File: src/rtl/core/rpf_pkg.sv
// ----------------------------------------------------------------------------
// rpf_pkg: shared types and constants of the radio packet framer
// Frame constants, byte positions within a frame, queue sizing and the
// command word passed from the front part to the back part.
// ----------------------------------------------------------------------------
package rpf_pkg;

  // payload size of one frame, 1 to 243
  localparam int unsigned PAYLOAD_BYTES = 32;
  localparam logic [7:0]  LAST_POS      = 8'(PAYLOAD_BYTES - 1);

  localparam logic [7:0] PREAMBLE_BYTE = 8'hAA;
  localparam logic [7:0] SYNC_BYTE     = 8'h2D;

  // command queue between front and back
  localparam int unsigned QUEUE_DEPTH = 4;
  localparam int unsigned QPTR_W      = $clog2(QUEUE_DEPTH);

  // byte positions within the frame sequence of one command
  localparam int unsigned POS_W = 4;
  localparam logic [POS_W-1:0] POS_PRE0   = 4'd0;
  localparam logic [POS_W-1:0] POS_PRE1   = 4'd1;
  localparam logic [POS_W-1:0] POS_PRE2   = 4'd2;
  localparam logic [POS_W-1:0] POS_SYNC   = 4'd3;
  localparam logic [POS_W-1:0] POS_GROUP  = 4'd4;
  localparam logic [POS_W-1:0] POS_SOURCE = 4'd5;
  localparam logic [POS_W-1:0] POS_DEST   = 4'd6;
  localparam logic [POS_W-1:0] POS_DATA   = 4'd7;
  localparam logic [POS_W-1:0] POS_SUM_HI = 4'd8;
  localparam logic [POS_W-1:0] POS_SUM_LO = 4'd9;
  localparam logic [POS_W-1:0] POS_TRL0   = 4'd10;
  localparam logic [POS_W-1:0] POS_TRL1   = 4'd11;
  localparam logic [POS_W-1:0] POS_TRL2   = 4'd12;

  // configuration register indexes
  typedef enum logic [1:0] {
    REG_GROUP_ID  = 2'd0,
    REG_SOURCE_ID = 2'd1,
    REG_DEST_ID   = 2'd2
  } rpf_reg_t;

  typedef struct packed {
    logic [7:0] group_id;
    logic [7:0] source_id;
    logic [7:0] dest_id;
  } rpf_cfg_t;

  // one classified payload word
  typedef struct packed {
    logic        first;
    logic        last;
    logic [7:0]  data;
    logic [7:0]  group_id;
    logic [7:0]  source_id;
    logic [7:0]  dest_id;
    logic [15:0] sum;
  } rpf_cmd_t;

  typedef struct packed {
    logic full;
    logic empty;
  } rpf_qstat_t;

endpackage

File: src/rtl/core/rpf_front.sv
// ----------------------------------------------------------------------------
// rpf_front: payload intake
// Tracks the position within the frame, keeps the running sum and pushes
// one classified command per accepted payload word.
// ----------------------------------------------------------------------------
module rpf_front (
  input  logic                clk,
  input  logic                rst,
  input  rpf_pkg::rpf_cfg_t   cfg,
  input  logic                payload_valid,
  input  logic [7:0]          payload_byte,
  output logic                payload_stall,
  input  rpf_pkg::rpf_qstat_t qstat,
  output logic                push,
  output rpf_pkg::rpf_cmd_t   cmd
);
  import rpf_pkg::*;

  logic [7:0]  position;
  logic [15:0] running_sum;
  logic [15:0] sum_base;
  logic [15:0] sum_next;
  logic        is_first;
  logic        is_last;

  always_comb begin
    is_first      = (position == 8'd0);
    is_last       = (position == LAST_POS);
    // source and dest ids seed the sum at the first word
    sum_base      = is_first ? ({8'd0, cfg.source_id} + {8'd0, cfg.dest_id}) : running_sum;
    sum_next      = sum_base + {8'd0, payload_byte};
    payload_stall = qstat.full;
    push          = payload_valid && !qstat.full;
    cmd.first     = is_first;
    cmd.last      = is_last;
    cmd.data      = payload_byte;
    cmd.group_id  = cfg.group_id;
    cmd.source_id = cfg.source_id;
    cmd.dest_id   = cfg.dest_id;
    cmd.sum       = sum_next;
  end

  always_ff @(posedge clk) begin
    if (rst) begin
      position    <= 8'd0;
      running_sum <= 16'd0;
    end else if (push) begin
      if (is_last) begin
        position    <= 8'd0;
        running_sum <= 16'd0;
      end else begin
        position    <= position + 8'd1;
        running_sum <= sum_next;
      end
    end
  end

endmodule

File: src/rtl/core/rpf_queue.sv
// ----------------------------------------------------------------------------
// rpf_queue: command queue
// Small register queue that decouples payload intake from frame output.
// ----------------------------------------------------------------------------
module rpf_queue (
  input  logic                clk,
  input  logic                rst,
  input  logic                push,
  input  rpf_pkg::rpf_cmd_t   push_cmd,
  input  logic                pop,
  output rpf_pkg::rpf_cmd_t   head,
  output rpf_pkg::rpf_qstat_t qstat
);
  import rpf_pkg::*;

  rpf_cmd_t          entries [QUEUE_DEPTH];
  logic [QPTR_W-1:0] wr_ptr;
  logic [QPTR_W-1:0] rd_ptr;
  logic [QPTR_W:0]   count;

  always_comb begin
    head        = entries[rd_ptr];
    qstat.full  = (count == (QPTR_W+1)'(QUEUE_DEPTH));
    qstat.empty = (count == '0);
  end

  always_ff @(posedge clk) begin
    if (push) begin
      entries[wr_ptr] <= push_cmd;
    end
  end

  always_ff @(posedge clk) begin
    if (rst) begin
      wr_ptr <= '0;
      rd_ptr <= '0;
      count  <= '0;
    end else begin
      if (push) begin
        wr_ptr <= wr_ptr + 1'b1;
      end
      if (pop) begin
        rd_ptr <= rd_ptr + 1'b1;
      end
      if (push && !pop) begin
        count <= count + 1'b1;
      end else if (pop && !push) begin
        count <= count - 1'b1;
      end
    end
  end

endmodule

File: src/rtl/core/rpf_back.sv
// ----------------------------------------------------------------------------
// rpf_back: frame output sequencer
// Walks the queue head's byte sequence, one byte per cycle while the queue
// is not empty and the output not stalled, into a registered output stage.
// ----------------------------------------------------------------------------
module rpf_back (
  input  logic                clk,
  input  logic                rst,
  input  rpf_pkg::rpf_cmd_t   head,
  input  rpf_pkg::rpf_qstat_t qstat,
  output logic                pop,
  output logic                frame_valid,
  input  logic                frame_stall,
  output logic [7:0]          frame_byte,
  output logic                frame_end
);
  import rpf_pkg::*;

  logic [POS_W-1:0] step;
  logic [POS_W-1:0] pos;
  logic [POS_W-1:0] end_pos;
  logic [7:0]       byte_sel;
  logic             go;

  always_comb begin
    // words after the first start directly at the data byte
    pos     = head.first ? step : (step + POS_DATA);
    // a one-word frame stops after the data byte
    end_pos = (head.last && !head.first) ? POS_TRL2 : POS_DATA;
    go      = !qstat.empty && (!frame_valid || !frame_stall);
    pop     = go && (pos == end_pos);
    case (pos)
      POS_PRE0, POS_PRE1, POS_PRE2: byte_sel = PREAMBLE_BYTE;
      POS_SYNC:                     byte_sel = SYNC_BYTE;
      POS_GROUP:                    byte_sel = head.group_id;
      POS_SOURCE:                   byte_sel = head.source_id;
      POS_DEST:                     byte_sel = head.dest_id;
      POS_DATA:                     byte_sel = head.data;
      POS_SUM_HI:                   byte_sel = head.sum[15:8];
      POS_SUM_LO:                   byte_sel = head.sum[7:0];
      POS_TRL0, POS_TRL1, POS_TRL2: byte_sel = PREAMBLE_BYTE;
      default:                      byte_sel = PREAMBLE_BYTE;
    endcase
  end

  always_ff @(posedge clk) begin
    if (rst) begin
      step        <= '0;
      frame_valid <= 1'b0;
    end else begin
      if (go) begin
        step <= pop ? '0 : (step + 1'b1);
      end
      if (go) begin
        frame_valid <= 1'b1;
      end else if (!frame_stall) begin
        frame_valid <= 1'b0;
      end
    end
  end

  always_ff @(posedge clk) begin
    if (go) begin
      frame_byte <= byte_sel;
      frame_end  <= (pos == POS_TRL2);
    end
  end

endmodule

File: src/rtl/core/radio_packet_framer.sv
// ----------------------------------------------------------------------------
// radio_packet_framer: preamble, sync, header and 16-bit sum framing
// Wraps fixed-size payloads into radio transmit frames, one byte per word.
// ----------------------------------------------------------------------------
// usage
//   payload channel (payload_valid / payload_stall / payload_byte) takes the
//   payload bytes of each packet in order. frame channel (frame_valid /
//   frame_stall / frame_byte / frame_end) gives the frame bytes: AA AA AA 2D,
//   group, source, dest, payload bytes, sum high, sum low, AA AA AA.
//   frame_end marks the last trailer byte. a one-byte payload frame stops
//   after its payload byte (no sum, no trailer).
// data flow
//   an accepted word is written into the command queue; once it is at the
//   queue head, its frame bytes are registered into the output stage.
//   the output stage gives one frame byte per cycle while it is not stalled
//   and the queue is not empty. a frame of two or more payload bytes has
//   PAYLOAD_BYTES + 12 bytes. a 4-entry command queue lets bursts of payload
//   words in while header or trailer bytes go out.
// reset and stall
//   rst (synchronous) empties the queue, restarts at a frame boundary and
//   sets group_id to 212, source_id and dest_id to 0. a stalled frame byte
//   holds; payload_stall rises only when the command queue is full.
// registers (apb, byte address 4*i): 0 group_id, 1 source_id, 2 dest_id
// ----------------------------------------------------------------------------
module radio_packet_framer (
  input  logic        clk,
  input  logic        rst,
  // configuration port
  input  logic        psel,
  input  logic        penable,
  input  logic        pwrite,
  input  logic [3:0]  paddr,
  input  logic [31:0] pwdata,
  output logic [31:0] prdata,
  output logic        pready,
  // payload input
  input  logic        payload_valid,
  output logic        payload_stall,
  input  logic [7:0]  payload_byte,
  // frame output
  output logic        frame_valid,
  input  logic        frame_stall,
  output logic [7:0]  frame_byte,
  output logic        frame_end
);
  import rpf_pkg::*;

  rpf_cfg_t   cfg;
  rpf_reg_t   reg_sel;
  logic       cfg_write;
  rpf_cmd_t   push_cmd;
  rpf_cmd_t   head;
  rpf_qstat_t qstat;
  logic       push;
  logic       pop;

  // register file: word index from paddr[3:2]
  assign pready    = 1'b1;
  assign reg_sel   = rpf_reg_t'(paddr[3:2]);
  assign cfg_write = psel && penable && pwrite && pready;

  always_comb begin
    case (reg_sel)
      REG_GROUP_ID:  prdata = {24'd0, cfg.group_id};
      REG_SOURCE_ID: prdata = {24'd0, cfg.source_id};
      REG_DEST_ID:   prdata = {24'd0, cfg.dest_id};
      default:       prdata = 32'd0;
    endcase
  end

  always_ff @(posedge clk) begin
    if (rst) begin
      cfg.group_id  <= 8'd212;
      cfg.source_id <= 8'd0;
      cfg.dest_id   <= 8'd0;
    end else if (cfg_write) begin
      case (reg_sel)
        REG_GROUP_ID:  cfg.group_id  <= pwdata[7:0];
        REG_SOURCE_ID: cfg.source_id <= pwdata[7:0];
        REG_DEST_ID:   cfg.dest_id   <= pwdata[7:0];
        default:       ;  // unmapped address, write dropped
      endcase
    end
  end

  // front: classify payload words, carry position and running sum
  rpf_front u_front (
    .clk           (clk),
    .rst           (rst),
    .cfg           (cfg),
    .payload_valid (payload_valid),
    .payload_byte  (payload_byte),
    .payload_stall (payload_stall),
    .qstat         (qstat),
    .push          (push),
    .cmd           (push_cmd)
  );

  // command queue between front and back
  rpf_queue u_queue (
    .clk      (clk),
    .rst      (rst),
    .push     (push),
    .push_cmd (push_cmd),
    .pop      (pop),
    .head     (head),
    .qstat    (qstat)
  );

  // back: expand each command into its frame bytes
  rpf_back u_back (
    .clk         (clk),
    .rst         (rst),
    .head        (head),
    .qstat       (qstat),
    .pop         (pop),
    .frame_valid (frame_valid),
    .frame_stall (frame_stall),
    .frame_byte  (frame_byte),
    .frame_end   (frame_end)
  );

`ifndef SYNTHESIS
  // a byte marked by frame_end always carries the trailer value
  a_end_is_trailer: assert property (@(posedge clk) disable iff (rst)
    frame_valid && frame_end |-> frame_byte == PREAMBLE_BYTE)
    else $error("frame_end on a non-trailer byte");

  // queue status flags never both set
  a_queue_flags: assert property (@(posedge clk) disable iff (rst)
    !(qstat.full && qstat.empty))
    else $error("queue reports full and empty");

  // a word pushed into an empty queue is visible to the back next cycle
  a_push_seen: assert property (@(posedge clk) disable iff (rst)
    push && qstat.empty |=> !qstat.empty)
    else $error("pushed word lost");

  // no pop from an empty queue
  a_no_underflow: assert property (@(posedge clk) disable iff (rst)
    pop |-> !qstat.empty)
    else $error("pop from empty queue");
`endif

endmodule

File: config.mk
export PLATFORM = sky130hd
export DESIGN_NAME = radio_packet_framer
export DESIGN_NICKNAME = d
export VERILOG_FILES = /design/src/rtl/core/rpf_pkg.sv /design/src/rtl/core/rpf_front.sv /design/src/rtl/core/rpf_queue.sv /design/src/rtl/core/rpf_back.sv /design/src/rtl/core/radio_packet_framer.sv
export SDC_FILE = /design/constraint.sdc
export NUM_CORES = 1
export LEC_CHECK = 0
export CAP_MARGIN = 40
export CORE_MARGIN = 4
export CORE_UTILIZATION = 35
export CTS_BUF_LIST = sky130_fd_sc_hd__clkbuf_4 sky130_fd_sc_hd__clkbuf_8 sky130_fd_sc_hd__clkbuf_16
export DETAILED_ROUTE_END_ITERATION = 7
export DONT_BUFFER_PORTS = 1
export PLACE_DENSITY = 0.57
export SKIP_CTS_REPAIR_TIMING = 1
export SLEW_MARGIN = 15
export SYNTH_ARGS = -nofsm -noshare
export SYNTH_HDL_FRONTEND = slang
export SYNTH_SLANG_ARGS = --single-unit
File: constraint.sdc
create_clock -name clk -period 8.8 [get_ports clk]
set_input_delay 0.88 -clock clk [delete_from_list [all_inputs] [get_ports clk]]
set_output_delay 0.88 -clock clk [all_outputs]
set_load 0.01 [all_outputs]
==> flow_summary.json <==
{
  "vias": 7123,
  "area_growth_pct": 12.1,
  "rr_startpoint": "u_front.position[0]",
  "crit_path_max_incr_delay_ns": 0.55,
  "pre_cts_slack_ns": 4.38,
  "cts.clk_slew.worst_paths_ns": 0.06,
  "grt_pass1_wl_mm": 42.7,
  "avgViaCountPerCell": 5.22,
  "seq_power_share_pct": 43.7,
  "combPwrFrac_pct": 22.7,
  "grt_max_degree": 54,
  "cts_tree": "done",
  "setup_viol_count_final": 0,
  "drive_gt1_share_pct": 14.5,
  "period_share_pct": 51.0,
  "place_area_um2": 12600,
  "regArea_um2": 7520,
  "ant_nets": 0,
  "syn_area_um2": 12200,
  "overflow": 0,
  "cp-endpoint": "u_queue.entries[2][10]",
  "skew_ns": 0.0140,
  "ys.flop_type": "edfxtp_1",
  "end_kind": "flip-flop",
  "drc_errors": 0,
  "p_sw_share_pct": 29.2,
  "fin_nets": 967,
  "die_h_um": 195,
  "grt_pass1_vias": 7020,
  "synth_cell_types": 62,
  "crit_family": "simple AND/OR/NAND/NOR gates",
  "ys_warn_count": 0,
  "numCtsBuffers": 30,
  "drtIter0Drc": 626,
  "cts_num_sinks": 271,
  "slew_violations": 0,
  "htreeDepth": 1,
  "num-fill-cells": 3215,
  "worstMarginPinSlew_ns": 0.916,
  "drt-wirelength-per-cell_um": 20.2,
  "place.gp.congestion": 0.813,
  "critPathLaunch": "u_front.position[0]",
  "final_area_um2": 13700,
  "synth-seq-cells": 271,
  "critPathKind": "reg2reg",
  "core_area_um2": 34500,
  "clk-insertion-delay-late_ns": 0.55,
  "antenna_found_initial": 0,
  "synth_edf_count": 209,
  "multiInputGateArea_um2": 4320,
  "r2r_setup_slack_ns": 4.32,
  "fin_util_pct": 39.6,
  "hpwl_mm": 17.5,
  "use_met3_pct": 2.57,
  "p_sw_mw": 1.11,
  "finalHoldViolCount": 0,
  "rsz0062_at_grt": "no",
  "hp-class": "in2reg",
  "cp.arrival_ns": 4.78,
  "slew_headroom_pct": 38.5,
  "critPathBufInv": 4,
  "max-clock-path-buffers": 3,
  "synth_cells": 883,
  "p_int_mw": 2.70,
  "pwr_density_cell_nw_per_um2": 279,
  "cts_root_buffer": "clkbuf_16",
  "required_ns": 9.09,
  "max-cap-violations": 0,
  "cp_slowest_cell": "nor4b_1",
  "grtUsageMet2_pct": 23.7,
  "ir_drop_uv": 189,
  "syn_area_per_cell_um2": 13.8,
  "grtUsageMet1_pct": 20.2,
  "ys_seq_area_share_pct": 61.7,
  "fin_setup_tns_ns": 0,
  "antennaDiodeCount": 0,
  "dieArea_um2": 37900,
  "worstReg2RegEnd": "u_queue.entries[2][10]",
  "p_clk_share_pct": 33.6,
  "io_buffers": 0,
  "synthArstFlopShare_pct": 0,
  "top_usage_layer": "met2",
  "drt_pass1_iterations": 5,
  "die_x_um": 195,
  "start_util_pct": 35.4,
  "grt_usage_pct": 14.3,
  "path_cells": "inv_1 -> ha_1 -> nor4b_1 -> nand2_1 -> buf_4 -> inv_1 -> nand2_1 -> nand2_1 -> ha_1 -> inv_1 -> fa_1 -> nor2b_1 -> o2111ai_1 -> a21oi_1 -> o21ai_0 -> or3_1 -> a21oi_1",
  "fin_crit_ns": 4.48,
  "crit_cells": 17,
  "drt_wl_total_mm": 27.6,
  "pin_count": 95,
  "reg2reg_depth": 17,
  "startpoint_type": "flip-flop",
  "core.rowCount": 68,
  "outcome": "finished, final reports clean",
  "max_freq_mhz": 223,
  "fin_ws_ns": 4.32,
  "critPathMaxFanout": 23,
  "p_leak_nw": 4.62
}
cell usage after synthesis, types with 2 or more instances:
cell type,count,area share (%)
a21o_1,8,0.49
a21oi_1,37,1.5
a221oi_1,2,0.14
a22oi_1,10,0.62
a31oi_1,9,0.46
a32oi_1,2,0.14
and2_1,6,0.31
and3_1,7,0.36
buf_1,5,0.15
buf_2,5,0.21
buf_4,25,1.5
clkbuf_1,31,0.95
conb_1,2,0.062
dfxtp_1,62,10
edfxtp_1,209,51
fa_1,3,0.49
ha_1,26,2.7
inv_1,24,0.74
mux2_2,6,0.55
mux2i_1,46,3.8
mux4_2,51,9.4
nand2_1,76,2.3
nand2b_1,6,0.31
nand3_1,24,0.99
nand3b_1,2,0.12
nand4_1,5,0.26
nor2_1,56,1.7
nor2b_1,5,0.26
nor3_1,9,0.37
nor3b_1,6,0.37
nor4b_1,2,0.14
o2111ai_1,3,0.22
o211ai_1,3,0.18
o21a_1,5,0.31
o21ai_0,38,1.6
o2bb2ai_1,3,0.22
o31ai_1,2,0.12
or3_1,10,0.51
or4_1,3,0.18
xnor2_1,14,1.0
xor2_1,14,1.0
cells by family (layout without fill, tap and decap cells):
family | Yosys count | in the layout | share of synthesized area (%)
adders and majority gates | 29 | 29 | 3.16
AOI/OAI and AO/OA | 134 | 134 | 6.85
xor gates and xnor gates | 28 | 28 | 2.01
DFF | 271 | 271 | 61.7
and+or+nand+nor | 224 | 224 | 8.76
muxes | 103 | 103 | 13.8
other | 2 | 25 | 0.0616
buffers and inverters | 92 | 96 | 3.72
worst min-delay path by stage:
stage / startpoint / to / slack [ns] / cells after the start
2_1_floorplan: u_front.running_sum[7] / u_front.running_sum[7] / 0.45 / 2
4_1_cts: rst / u_queue.wr_ptr[1] / 0.38 / 1
6_report: rst / u_back.frame_valid / 0.41 / 1
3_3_place_gp: u_queue.rd_ptr[1] / flip-flop / 0.45 / 2
3_5_place_dp: u_queue.rd_ptr[1] / flip-flop / 0.48 / 2
5_1_grt: rst / u_queue.count[1] / 0.39 / 1
sequential cells by signal, indices dropped and copies added, names as in the netlist, named ones only:
name	flops
u_back.frame_end	1
u_queue.count	3
u_front.position	8
u_queue.entries	200
u_queue.wr_ptr	2
u_back.frame_byte	8
cfg	24
u_queue.rd_ptr	2
u_back.frame_valid	1
u_front.running_sum	16
u_back.step	4
area by class of cell:
| class | instances | share of cell area (%) |
|---|---|---|
| Clock inverter | 21 | 1.65 |
| Inverter | 25 | 0.687 |
| Timing Repair Buffer | 16 | 0.971 |
| Clock buffer | 34 | 5.84 |
| Sequential cell | 271 | 55.1 |
| Multi-Input combinational cell | 543 | 31.6 |
| Tap cell | 455 | 4.17 |
cells in the final DEF, fill, tap and decap left out, drive strengths merged, types with 24 or more instances in the layout:
master	count
nand3	24
mux2i	46
a21oi	37
edfxtp	209
nand2	76
o21ai	39
clkbuf	34
conb	25
dfxtp	62
ha	26
nor2	56
mux4	51
inv	24
per-layer routing:
layer	up-vias	share of wire [%]	wire length (µm)
met5	-	0	0
met4	0	1.4	374
met3	26	4.7	1290
li1	3308	-	-
met1	3632	46	12600
met2	157	48	13300
power groups by stage:
stage	combinational (mW)	clock (mW)	sequential, mW
after CTS	0.875	1.30	1.67
after detailed placement	0.871	0	1.70
final	0.866	1.28	1.66
after floorplan	0.629	0	1.65
after global placement	0.866	0	1.69
after global routing	0.944	1.37	1.68
through the flow:
step,power (mW),hold WS (ns),std cells
after floorplan,2.27,0.454,906
after CTS,3.85,0.383,1364
after detailed placement,2.57,0.477,1309
final,3.81,0.410,1365
after global routing,3.99,0.394,1365
after global placement,2.56,0.454,1309
(Power assumes the default switching activity.)
